[src/hdl/dse_pkg.sv]
package dse_pkg;

  localparam int DSE_DECK_SIZE   = 53;
  localparam int DSE_RETRY_LIMIT = 16;

  localparam int DIV_W  = 32;
  localparam int N_W    = 16;
  localparam int CARD_W = 8;
  localparam int DRAW_W = 28;

  localparam logic [31:0] GEN_MULT  = 32'h7570_8a59;
  localparam logic [31:0] DRAW_SPAN = 32'h1000_0000;
  localparam int          SUIT_LEN  = 13;

  localparam logic [31:0] SEED_RST  = 32'd1;
  localparam logic [7:0]  JOKER_RST = 8'd64;

  typedef enum logic [2:0] {
    CMD_RESEED  = 3'd0,
    CMD_INIT    = 3'd1,
    CMD_SHUFFLE = 3'd2,
    CMD_DEAL    = 3'd3,
    CMD_RANDOM  = 3'd4
  } dse_cmd_t;

  localparam logic REG_SEED  = 1'b0;
  localparam logic REG_JOKER = 1'b1;

  typedef enum logic [3:0] {
    ST_IDLE,
    ST_INIT,
    ST_LIMIT,
    ST_GEN,
    ST_MUL,
    ST_TEST,
    ST_MOD,
    ST_DEAL,
    ST_RD_I,
    ST_RD_J,
    ST_WR_J
  } dse_state_t;

  typedef struct packed {
    logic             start;
    logic [DIV_W-1:0] dividend;
    logic [N_W-1:0]   divisor;
  } dse_div_req_t;

  typedef struct packed {
    logic           done;
    logic [N_W-1:0] rem;
  } dse_div_rsp_t;

  function automatic logic [31:0] xorshift32(input logic [31:0] s);
    logic [31:0] a;
    logic [31:0] b;
    a = s ^ (s << 13);
    b = a ^ (a >> 17);
    return b ^ (b << 5);
  endfunction

endpackage

[src/hdl/dse_rem_unit.sv]
module dse_rem_unit (
  input  logic                 clk,
  input  logic                 rst_n,
  input  dse_pkg::dse_div_req_t req,
  output dse_pkg::dse_div_rsp_t rsp
);
  import dse_pkg::*;

  localparam int CW = $clog2(DIV_W);

  logic             run_r;
  logic             done_r;
  logic [CW-1:0]    cnt_r;
  logic [DIV_W-1:0] dvd_r;
  logic [N_W-1:0]   dsr_r;
  logic [N_W-1:0]   rem_r;
  logic [N_W:0]     trial;
  logic [N_W-1:0]   rem_nxt;

  // restoring step: shift in one dividend bit, subtract when it fits
  always_comb begin
    trial = {rem_r, dvd_r[DIV_W-1]};
    if (trial >= {1'b0, dsr_r}) begin
      rem_nxt = N_W'(trial - {1'b0, dsr_r});
    end else begin
      rem_nxt = trial[N_W-1:0];
    end
  end

  always_ff @(posedge clk) begin
    if (!rst_n) begin
      run_r  <= 1'b0;
      done_r <= 1'b0;
      cnt_r  <= '0;
    end else begin
      done_r <= 1'b0;
      if (req.start) begin
        run_r <= 1'b1;
        cnt_r <= '0;
      end else if (run_r) begin
        cnt_r <= cnt_r + 1'b1;
        if (cnt_r == CW'(DIV_W - 1)) begin
          run_r  <= 1'b0;
          done_r <= 1'b1;
        end
      end
    end
  end

  always_ff @(posedge clk) begin
    if (req.start) begin
      dvd_r <= req.dividend;
      dsr_r <= req.divisor;
      rem_r <= '0;
    end else if (run_r) begin
      dvd_r <= {dvd_r[DIV_W-2:0], 1'b0};
      rem_r <= rem_nxt;
    end
  end

  assign rsp.done = done_r;
  assign rsp.rem  = rem_r;

endmodule

[src/hdl/deck_shuffle_engine_core.sv]
// Card deck engine: a deck store, a 32-bit xorshift generator and a shared
// bit-serial remainder unit under one sequencer.
//
// Input channel: present in_cmd, in_index and in_bound with start; the beat is
// taken on the clock edge where start is high and busy is low. busy stays high
// while a command runs. Result channel: out_value, out_fallback_used and
// out_error are shown for exactly one cycle with out_strobe high; the
// receiver cannot stall, so the beat is always taken at the end of that cycle.
// Configuration: APB-style port, seed at byte address 0, joker_code at 4;
// pready is tied high, write in the access phase.
//
// Command flow: reseed, unused codes and every error case finish straight
// from idle and never raise busy; deal reads its card and finishes; init
// writes one deck slot per cycle; a random draw runs the acceptance limit,
// the generator tries and the final reduction, and a shuffle step adds the
// swap. The remainder unit works one bit per cycle, once for the acceptance
// limit and once for the final reduction; each generator try steps, scales
// and tests a draw, and the result is registered. One command runs at a time.
// Reset: generator state, deal pointer and fallback offset clear to zero, the
// deck reads as all zero (valid bits), seed returns to 1 and joker_code to 64.
module deck_shuffle_engine_core #(
  parameter int DECK_SIZE   = dse_pkg::DSE_DECK_SIZE,
  parameter int RETRY_LIMIT = dse_pkg::DSE_RETRY_LIMIT
) (
  input  logic        clk,
  input  logic        rst_n,
  // command channel
  input  logic        start,
  output logic        busy,
  input  logic [2:0]  in_cmd,
  input  logic [5:0]  in_index,
  input  logic [15:0] in_bound,
  // result channel
  output logic        out_strobe,
  output logic [15:0] out_value,
  output logic        out_fallback_used,
  output logic        out_error,
  // configuration port
  input  logic        psel,
  input  logic        penable,
  input  logic        pwrite,
  input  logic [2:0]  paddr,
  input  logic [31:0] pwdata,
  output logic [31:0] prdata,
  output logic        pready
);
  import dse_pkg::*;

  localparam int AW  = $clog2(DECK_SIZE);
  localparam int DPW = $clog2(DECK_SIZE + 1);
  localparam int TW  = $clog2(RETRY_LIMIT + 2);

  // ---------------------------------------------------------------------
  // Configuration registers
  // ---------------------------------------------------------------------
  logic [31:0]       seed_r;
  logic [CARD_W-1:0] joker_r;
  logic              cfg_wr;

  assign pready = 1'b1;
  assign cfg_wr = psel & penable & pwrite;

  always_ff @(posedge clk) begin
    if (!rst_n) begin
      seed_r  <= SEED_RST;
      joker_r <= JOKER_RST;
    end else if (cfg_wr) begin
      unique case (paddr[2])
        REG_SEED:  seed_r  <= pwdata;
        REG_JOKER: joker_r <= pwdata[CARD_W-1:0];
        default:   ;
      endcase
    end
  end

  always_comb begin
    unique case (paddr[2])
      REG_SEED:  prdata = seed_r;
      REG_JOKER: prdata = {{(32 - CARD_W){1'b0}}, joker_r};
      default:   prdata = '0;
    endcase
  end

  // ---------------------------------------------------------------------
  // Sequencer and datapath state
  // ---------------------------------------------------------------------
  dse_state_t state_r, state_nxt;

  logic [31:0]       rng_r;
  logic [31:0]       offset_r;
  logic [DPW-1:0]    dp_r;
  logic [N_W-1:0]    n_r;
  logic [DRAW_W:0]   limit_r;
  logic [DRAW_W-1:0] m_r;
  logic [TW-1:0]     tries_r;
  logic              fb_r;
  logic              shuf_r;
  logic [AW-1:0]     idx_r;
  logic [AW-1:0]     j_r;
  logic [AW-1:0]     sweep_r;
  logic [3:0]        rank_r;
  logic [2:0]        suit_r;
  logic [CARD_W-1:0] ti_r;

  logic          accept;
  logic          idx_bad;
  logic          deal_end;
  logic          rejected;
  logic          retry_left;
  logic          j_same;
  logic          sweep_last;
  logic [31:0]   product;

  dse_div_req_t  div_req;
  dse_div_rsp_t  div_rsp;

  // deck store
  logic [CARD_W-1:0]    deck_mem [DECK_SIZE];
  logic [DECK_SIZE-1:0] valid_r;
  logic [CARD_W-1:0]    rd_data_r;
  logic                 rd_vld_r;
  logic [CARD_W-1:0]    rd_card;

  // control from the output decoder
  logic              mem_we;
  logic [AW-1:0]     mem_waddr;
  logic [CARD_W-1:0] mem_wdata;
  logic [AW-1:0]     rd_addr;
  logic              fin;
  logic [15:0]       fin_value;
  logic              fin_fb;
  logic              fin_err;

  assign busy       = (state_r != ST_IDLE);
  assign accept     = start & ~busy;
  assign idx_bad    = {1'b0, in_index} >= 7'(DECK_SIZE);
  assign deal_end   = dp_r >= DPW'(DECK_SIZE);
  assign rejected   = {1'b0, m_r} >= limit_r;
  assign retry_left = tries_r < TW'(RETRY_LIMIT);
  assign j_same     = div_rsp.rem == N_W'(idx_r);
  assign sweep_last = sweep_r == AW'(DECK_SIZE - 1);
  assign product    = rng_r * GEN_MULT;
  assign rd_card    = rd_vld_r ? rd_data_r : '0;

  dse_rem_unit u_rem (
    .clk   (clk),
    .rst_n (rst_n),
    .req   (div_req),
    .rsp   (div_rsp)
  );

  // ---------------------------------------------------------------------
  // Next state
  // ---------------------------------------------------------------------
  always_comb begin
    state_nxt = state_r;
    unique case (state_r)
      ST_IDLE: begin
        if (accept) begin
          case (in_cmd)
            CMD_INIT:    state_nxt = ST_INIT;
            CMD_SHUFFLE: if (!idx_bad) state_nxt = ST_LIMIT;
            CMD_DEAL:    if (!deal_end) state_nxt = ST_DEAL;
            CMD_RANDOM:  if (in_bound != '0) state_nxt = ST_LIMIT;
            default:     state_nxt = ST_IDLE;
          endcase
        end
      end
      ST_INIT:  if (sweep_last) state_nxt = ST_IDLE;
      ST_LIMIT: if (div_rsp.done) state_nxt = ST_GEN;
      ST_GEN:   state_nxt = ST_MUL;
      ST_MUL:   state_nxt = ST_TEST;
      ST_TEST:  state_nxt = (rejected && retry_left) ? ST_GEN : ST_MOD;
      ST_MOD: begin
        if (div_rsp.done) begin
          state_nxt = (shuf_r && !j_same) ? ST_RD_I : ST_IDLE;
        end
      end
      ST_DEAL:  state_nxt = ST_IDLE;
      ST_RD_I:  state_nxt = ST_RD_J;
      ST_RD_J:  state_nxt = ST_WR_J;
      ST_WR_J:  state_nxt = ST_IDLE;
      default:  state_nxt = ST_IDLE;
    endcase
  end

  // ---------------------------------------------------------------------
  // Outputs of the sequencer
  // ---------------------------------------------------------------------
  always_comb begin
    div_req   = '0;
    mem_we    = 1'b0;
    mem_waddr = idx_r;
    mem_wdata = rd_card;
    rd_addr   = idx_r;
    fin       = 1'b0;
    fin_value = '0;
    fin_fb    = 1'b0;
    fin_err   = 1'b0;
    unique case (state_r)
      ST_IDLE: begin
        rd_addr = dp_r[AW-1:0];
        div_req.dividend = DRAW_SPAN;
        div_req.divisor  = (in_cmd == CMD_SHUFFLE) ? (N_W'(in_index) + 1'b1) : in_bound;
        if (accept) begin
          case (in_cmd)
            CMD_SHUFFLE: begin
              div_req.start = ~idx_bad;
              fin           = idx_bad;
              fin_err       = idx_bad;
            end
            CMD_DEAL: begin
              fin     = deal_end;
              fin_err = deal_end;
            end
            CMD_RANDOM: begin
              div_req.start = (in_bound != '0);
              fin           = (in_bound == '0);
              fin_err       = (in_bound == '0);
            end
            CMD_INIT: fin = 1'b0;
            default:  fin = 1'b1;   // reseed and unused codes finish at once
          endcase
        end
      end
      ST_INIT: begin
        mem_we    = 1'b1;
        mem_waddr = sweep_r;
        mem_wdata = sweep_last ? joker_r : {1'b0, suit_r, rank_r};
        fin       = sweep_last;
      end
      ST_TEST: begin
        div_req.divisor = n_r;
        if (!(rejected && retry_left)) begin
          div_req.start    = 1'b1;
          div_req.dividend = rejected ? (32'(m_r) + offset_r) : 32'(m_r);
        end
      end
      ST_MOD: begin
        rd_addr = idx_r;
        if (div_rsp.done) begin
          fin       = !shuf_r || j_same;
          fin_value = shuf_r ? '0 : div_rsp.rem;
          fin_fb    = fb_r;
        end
      end
      ST_DEAL: begin
        fin       = 1'b1;
        fin_value = 16'(rd_card);
      end
      ST_RD_I: begin
        rd_addr = j_r;
      end
      ST_RD_J: begin
        // deck[i] takes the partner card
        mem_we    = 1'b1;
        mem_waddr = idx_r;
        mem_wdata = rd_card;
      end
      ST_WR_J: begin
        mem_we    = 1'b1;
        mem_waddr = j_r;
        mem_wdata = ti_r;
        fin       = 1'b1;
        fin_fb    = fb_r;
      end
      default: ;
    endcase
  end

  // ---------------------------------------------------------------------
  // Registers
  // ---------------------------------------------------------------------
  always_ff @(posedge clk) begin
    if (!rst_n) begin
      state_r    <= ST_IDLE;
      rng_r      <= '0;
      offset_r   <= '0;
      dp_r       <= '0;
      valid_r    <= '0;
      out_strobe <= 1'b0;
    end else begin
      state_r    <= state_nxt;
      out_strobe <= fin;
      if (mem_we) begin
        valid_r[mem_waddr] <= 1'b1;
      end
      if (state_r == ST_IDLE && accept && in_cmd == CMD_RESEED) begin
        rng_r <= seed_r;
      end
      if (state_r == ST_GEN) begin
        rng_r <= xorshift32(rng_r);
      end
      // every try rejected: advance the fallback offset by the limit
      if (state_r == ST_TEST && rejected && !retry_left) begin
        offset_r <= offset_r + 32'(limit_r);
      end
      if (state_r == ST_INIT && sweep_last) begin
        dp_r <= '0;
      end
      if (state_r == ST_DEAL) begin
        dp_r <= dp_r + 1'b1;
      end
    end
  end

  // payload registers
  always_ff @(posedge clk) begin
    if (fin) begin
      out_value         <= fin_value;
      out_fallback_used <= fin_fb;
      out_error         <= fin_err;
    end
    if (state_r == ST_IDLE && accept) begin
      shuf_r  <= (in_cmd == CMD_SHUFFLE);
      idx_r   <= in_index[AW-1:0];
      n_r     <= div_req.divisor;
      sweep_r <= '0;
      rank_r  <= '0;
      suit_r  <= '0;
    end
    if (state_r == ST_INIT) begin
      sweep_r <= sweep_r + 1'b1;
      if (rank_r == 4'(SUIT_LEN - 1)) begin
        rank_r <= '0;
        suit_r <= suit_r + 1'b1;
      end else begin
        rank_r <= rank_r + 1'b1;
      end
    end
    if (state_r == ST_LIMIT && div_rsp.done) begin
      limit_r <= (DRAW_W + 1)'(DRAW_SPAN) - (DRAW_W + 1)'(div_rsp.rem);
      tries_r <= '0;
    end
    if (state_r == ST_MUL) begin
      m_r <= product[DRAW_W-1:0];
    end
    if (state_r == ST_TEST) begin
      if (rejected && retry_left) begin
        tries_r <= tries_r + 1'b1;
      end
      fb_r <= rejected;
    end
    if (state_r == ST_MOD && div_rsp.done) begin
      j_r <= div_rsp.rem[AW-1:0];
    end
    if (state_r == ST_RD_I) begin
      ti_r <= rd_card;
    end
  end

  // deck store: one write port, registered read
  always_ff @(posedge clk) begin
    if (mem_we) begin
      deck_mem[mem_waddr] <= mem_wdata;
    end
    rd_data_r <= deck_mem[rd_addr];
  end

  always_ff @(posedge clk) begin
    if (!rst_n) begin
      rd_vld_r <= 1'b0;
    end else begin
      rd_vld_r <= valid_r[rd_addr];
    end
  end

endmodule

[config.mk]
export PLATFORM = sky130hd
export DESIGN_NAME = deck_shuffle_engine_core
export DESIGN_NICKNAME = d
export VERILOG_FILES = /design/src/hdl/dse_pkg.sv /design/src/hdl/dse_rem_unit.sv /design/src/hdl/deck_shuffle_engine_core.sv
export SDC_FILE = /design/constraint.sdc
export NUM_CORES = 2
export LEC_CHECK = 0
export ABC_AREA = 1
export BUFFER_PORTS_ARGS = -buffer_cell sky130_fd_sc_hd__clkbuf_2
export CAP_MARGIN = 10
export CORE_UTILIZATION = 55
export CTS_CLUSTER_DIAMETER = 80
export DETAILED_ROUTE_END_ITERATION = 8
export GPL_ROUTABILITY_DRIVEN = 1
export HOLD_SLACK_MARGIN = 0.1
export PLACE_DENSITY = 0.69
export SLEW_MARGIN = 20
export SYNTH_ARGS = -nofsm -noshare
export SYNTH_HDL_FRONTEND = slang
export SYNTH_SLANG_ARGS = --single-unit
[constraint.sdc]
create_clock -name clk -period 10 [get_ports clk]
set_clock_uncertainty 0.1 [all_clocks]
set_input_delay 2.5 -clock clk [delete_from_list [all_inputs] [get_ports clk]]
set_output_delay 2.5 -clock clk [all_outputs]
set_load 0.005 [all_outputs]
## Word-level counts from Yosys, hierarchy flattened

Memory sizes are Yosys's and may differ from the RTL's. A register that Yosys moved wholly into a read port is not among the register bits.
Index checks and enable logic that the tools add are counted.

| word-level totals | value |
|---|---|
| output and inout bits | 53 |
| bits in writable memories | 424 |
| input bits | 66 |
| logic and storage cells | 181 |
| register bits after elaboration | 371 |
| memories | 1 |

Memory list:

| memory | words | bits a word | rd ports | clocked after Yosys merged registers in | wr ports | RTL line | source |
|---|---|---|---|---|---|---|---|
| deck_mem | 53 | 8 | 1 | 1 | 1 | deck_shuffle_engine_core.sv:118 | `logic [CARD_W-1:0] deck_mem [DECK_SIZE];` |

| operators by class | value |
|---|---|
| bitwise operators | 12 |
| multiply operators | 1 |
| equality and inequality tests | 25 |
| reduce and logical (&&, ||, !) cells | 31 |
| multiplexer cells | 62 |
| order comparisons | 8 |
| add/subtract/negate cells | 11 |

Operators with widths:

| operator | number |
|---|---|
| $mux 32 | 5 |
| $pmux 49 s2 | 1 |
| $mux 16 | 4 |
| $pmux 32 s2 | 1 |
| $xor 32x32->32 | 2 |
| $or 53x53->53 | 1 |
| $mux 4 | 11 |
| $pmux 4 s9 | 1 |
| $mux 33 | 1 |
| $add 28x32->32 | 1 |
| $add 32x29->32 | 1 |
| $mul 32x31->28 const B | 1 |
| $pmux 16 s2 | 1 |
| $xor 32x15->32 | 1 |
| $ge 28x29->1 | 1 |
| $sub 29x16->29 const A | 1 |
| $mux 6 | 4 |
| $pmux 6 s2 | 2 |
| $ge 17x16->1 | 1 |
| $eq 16x6->1 | 1 |
| $eq 4x3->1 const B | 4 |
| $eq 4x4->1 const B | 4 |
| $logic_not 16->1 | 1 |
| $mux 8 | 2 |
| other kinds (44) | 97 |

## Depth between registers and ports, before layout

| depth | value |
|---|---|
| depth after elaboration | 7 |
| gate-level depth with buffers | 25 |
| depth with buffers taken out | 25 |

## Hierarchy

From an unflattened synthesis, not the netlist that was laid out.

| second synthesis, totals | value |
|---|---|
| cells, all modules | 5,146 |
| area, all modules | 45,798.9 um^2 |

By module, submodules not included:

| module | sequential area each (um^2) | instances | cells each | area an instance (um^2) |
|---|---|---|---|---|
| deck_shuffle_engine_core | 20,099.3 | 1 | 4,616 | 41,720.0 |
| dse_rem_unit | 1,901.8 | 1 | 530 | 4,078.9 |

## Worst setup path before layout

No wires, ideal clock.

| timing path | value |
|---|---|
| path kind | input-to-output |
| start | input port paddr[2] |
| end | output port prdata[1] |
| arrival | 3,140 ps |
| required time | 7,400 ps |
| cell stages on the path | 4 |
| path slack | 4,260 ps |
| buffers on the path | 2 |
| path through | clkbuf_1 clkbuf_1 nand2_1 nand2_1 |

| between the ends | value |
|---|---|
| cells in the longest elaborated chain, start to end | 2 |

RTL lines:

| element | RTL line | source |
|---|---|---|
| start, declared | deck_shuffle_engine_core.sv:42 | `input logic [2:0] paddr,` |
| $not 1->1 (no line) | -- |  |
| $pmux 32 s2 * | deck_shuffle_engine_core.sv:77 | `unique case (paddr[2])` |
| end, declared | deck_shuffle_engine_core.sv:44 | `output logic [31:0] prdata,` |

Mark *: on every way between the ends. The rest lies on a longest branch, timed or not.

## Final worst setup path

| timing path | value |
|---|---|
| start | register rng_r[0] |
| end | register m_r[27] (data pin) |

| between the ends | value |
|---|---|
| cells in the longest elaborated chain, start to end | 1 |

RTL lines:

| element | RTL line | source |
|---|---|---|
| start, declared | deck_shuffle_engine_core.sv:89 | `logic [31:0] rng_r;` |
| start signal, assigned | deck_shuffle_engine_core.sv:289 | `rng_r <= seed_r;` |
| start signal, assigned | deck_shuffle_engine_core.sv:292 | `rng_r <= xorshift32(rng_r);` |
| $mul 32x31->28 | deck_shuffle_engine_core.sv:142 | `assign product = rng_r * GEN_MULT;` |
| via product[27] | deck_shuffle_engine_core.sv:112 | `logic [31:0] product;` |
| end signal, assigned | deck_shuffle_engine_core.sv:336 | `m_r <= product[DRAW_W-1:0];` |
| end, declared | deck_shuffle_engine_core.sv:94 | `logic [DRAW_W-1:0] m_r;` |

The timed path passes the listed nets, and every way through them passes these cells.
A chain may end at the register's enable or synchronous reset.

==> results.cfg <==
[global_routing]
grt_pass1_wl_um = 189000
grtUsageTotal_pct = 28.5
use_met3_pct = 3.21
antenna_found_initial = 0
met1_usage_pct = 41.5
busiest_layer = met2
met2_usage_pct = 44.8
overflow = 0
grt_pass1_vias = 34237
grt_max_degree = 90

[placed_design]
place_area_sq_mm = 0.0472
dpl.hpwl_um = 82700
dp_cells = 6173
place.gp.congestion = 0.946
io_buffers = 115

[min_path]
hold_class = register to register
hold_start = valid_r[42]
min_path_cells = 2
hold_path_end = valid_r[42]

[power_and_ir_drop]
internal_power_mw = 7.09
pwr-share-seq_pct = 35.7
pwr_density_cell_mw_per_mm2 = 237
p_clk_share_pct = 26.2
sw_frac_of_total_pct = 40.1
p_switching_mw = 4.74
finalPower_mw = 11.8
combPwrFrac_pct = 38.0
p_leak_nw = 22.3
ir_worst_vdd_uv = 199

[yosys]
synth.avg_cell_area_sq_um = 8.91
synth_compound_area_share_pct = 8.66
syn_nets = 5571
ys.flop_type = edfxtp_1
ys_types = 55
synth_top_cells_by_area = edfxtp_1 39%, nand2_1 9.3%, dfxtp_1 9.1%
synthTopCellsByCount = 1131 x nand2_1, 734 x inv_1, 594 x edfxtp_1
synth_top_area_share_pct = 39.1
synth_edf_count = 594
synth_top_family_by_area = simple AND/OR/NAND/NOR gates
ys_seq_elements = 802
synth.most_common_cell = nand2_1
synthMuxAreaShare_pct = 0
yosysTopAreaCell = edfxtp_1
postSynthCellCount = 5123
synth_xor_area_share_pct = 3.09
ys_async_sr_fraction_pct = 0
synthSimpleGateAreaFrac_pct = 19.9
ys_warn_count = 0
yosysSeqAreaShare_pct = 48.2
synthAdderAreaFrac_pct = 12.1
synth_area_sq_mm = 0.0457

[sta]
finalSetupTns_ps = 0
slew_violations = 0
setup_violations = 0
finalHoldViolCount = 0
tightest_slew_ps = 1140
finalCritPeriodShare_pct = 63.4
period_minus_slack_ps = 6340
slew_headroom_pct = 23.6
fmax_mhz = 158
rsz0062_at_grt = false
hold_slack_ps = 353

[critical_path]
r2r_slack_ps = 3660
cp.arrival_ps = 6640
crit_buf_inv = 8
startpoint_type = register
crit_family = adder cells
worstPathMaxFanout = 14
r2r_end = m_r[27]
crit_type = register to register
endpoint_kind = register
reg2reg_depth = 21
critPathMaxStageDelay_ps = 890
critPathMostFrequentCell = inv_1
critical-path-slowest-cell = dfxtp_1
path_cells = ha_1, inv_1, fa_1, inv_1, ha_1, inv_1, fa_1, fa_1, inv_1, fa_1, inv_1, fa_1, inv_1, ha_1, inv_1, nor3_1, nand2_1, o311ai_0, inv_1, nand3_1, nand2_1
worstPathRequired_ps = 10300
rr_startpoint = rng_r[0]

[finish]
seq_area_sq_mm = 0.0220
drive_above_1_share_pct = 6.90
synthToLayoutAreaGrowth_pct = 9.39
multi_input_area_sq_mm = 0.0201
final_nets = 5638
instances_no_fill = 6330
fillers = 6959
stdcell_area_sq_mm = 0.0499

[die]
die_w_um = 290
core-area_sq_mm = 0.0821
start_util_pct = 55.6
io_pins = 119
num_rows = 105
dieArea_sq_mm = 0.0842
die_y_um = 290

[clock_tree]
cts_buffer_depth = 3
cts_tree = done
post-cts-setup-buffers = 0
cts_buffers = 85
postCtsHoldBufs = 0
htree_levels = 3
cts_resized = 0
clock-sinks = 802
clk_pin_slew_worst_paths_ps = 60
clk_latency_ps = 650
cts-root-buf = clkbuf_16

[flow_run]
max-cap-violations = 0

[drt]
ant_nets = 0
drc = 0
drt_wl_total_um = 120000
avgViaCountPerCell = 5.59
route.detailed.wl_per_inst_um = 19.0
dr_total_vias = 35379
dr.pass1.iters = 5
drt_iter0_markers = 3377

[outcome]
status = complete, no violations
## kinds of logic (layout without fill, tap and decap cells)
group	after synthesis	count (layout)
xor gates and xnor gates	161	161
AOI/OAI and AO/OA	693	693
buffers and inverters	936	1072
and+or+nand+nor	2148	2148
adders and majority gates	382	382
DFF	802	802
other	1	2
## area by class of cell
class / count / area share (%)
sequential: 802 / 44.1
multi-input combinational: 3385 / 40.3
inverter: 768 / 5.79
clock buffer: 118 / 4.69
tap: 1070 / 2.68
timing repair buffer: 148 / 1.65
clock inverter: 38 / 0.809
antenna: 1 / 0.00501
## worst max path at each step
stage	startpoint	to	slack, ps	cells after the start
2_1_floorplan	paddr[2]	prdata[1]	4260	4
3_3_place_gp	rng_r[0]	m_r[27]	3710	21
3_5_place_dp	rng_r[0]	m_r[27]	3680	21
4_1_cts	rng_r[0]	m_r[27]	3660	21
5_1_grt	rng_r[0]	m_r[27]	3380	21
6_report	rng_r[0]	m_r[27]	3660	21
## state kept, by name (all words and copies together) (netlist names), 28 cells and up
signal       flops
seed_r          32
deck_mem       424
limit_r         28
u_rem.dvd_r     32
valid_r         53
offset_r        32
m_r             28
rng_r           32
## worst reg2reg max path, delay by kind of cell, from the launching register on
family,cells,cell delay (ps)
AOI/OAI and AO/OA,1,440
adders and majority gates,8,3640
buffers and inverters,8,510
DFF,1,890
and+or+nand+nor,4,510
## metal layers
layer | vias to the layer above | wire, um
met2 | 1323 | 53500
met4 | 0 | 2970
met1 | 16751 | 54600
met5 | - | 0
li1 | 17104 | -
met3 | 201 | 8970
## stage by stage
stage | worst slack (ps) | util, %
after floorplan | 4260 | -
after global placement | 3710 | 57.5
after detailed placement | 3680 | 57.5
after CTS | 3660 | 60.8
after global routing | 3380 | 60.8
final | 3660 | 60.8
## layout by cell type, fill, tap and decap left out, drive strengths merged, types with 2 or more instances in the layout
master,synthesis,layout
ha,281,281
bufinv,0,4
nand4,32,32
a21boi,6,6
o32ai,8,8
xnor2,76,76
clkinvlp,0,3
o311ai,2,2
edfxtp,594,594
o211ai,55,55
fa,101,101
dfxtp,208,208
nor4,8,8
a21oi,252,252
a31oi,16,16
a221oi,25,25
clkinv,3,31
o2111ai,3,3
clkbuf,86,233
or2,9,9
inv,765,768
nand3b,31,31
xor2,85,85
a211oi,4,4
nand3,446,446
o22ai,8,8
nor3,38,38
o21ai,273,273
o221ai,4,4
and3,3,3
o21a,11,11
o21bai,12,12
nand2,1138,1138
nor2,442,442
buf,82,33
a21o,11,11
## power groups by stage
| stage | registers (mW) | logic (mW) | clock network, mW |
|---|---|---|---|
| 6_report | 4.23 | 4.50 | 3.10 |
| 5_1_grt | 4.24 | 4.97 | 3.27 |
| 4_1_cts | 4.22 | 4.46 | 3.14 |
| 3_5_place_dp | 4.29 | 4.43 | 0 |
| 3_3_place_gp | 4.29 | 4.36 | 0 |
| 2_1_floorplan | 4.23 | 3.09 | 0 |
Note: power is estimated with default switching activity, not from simulation.
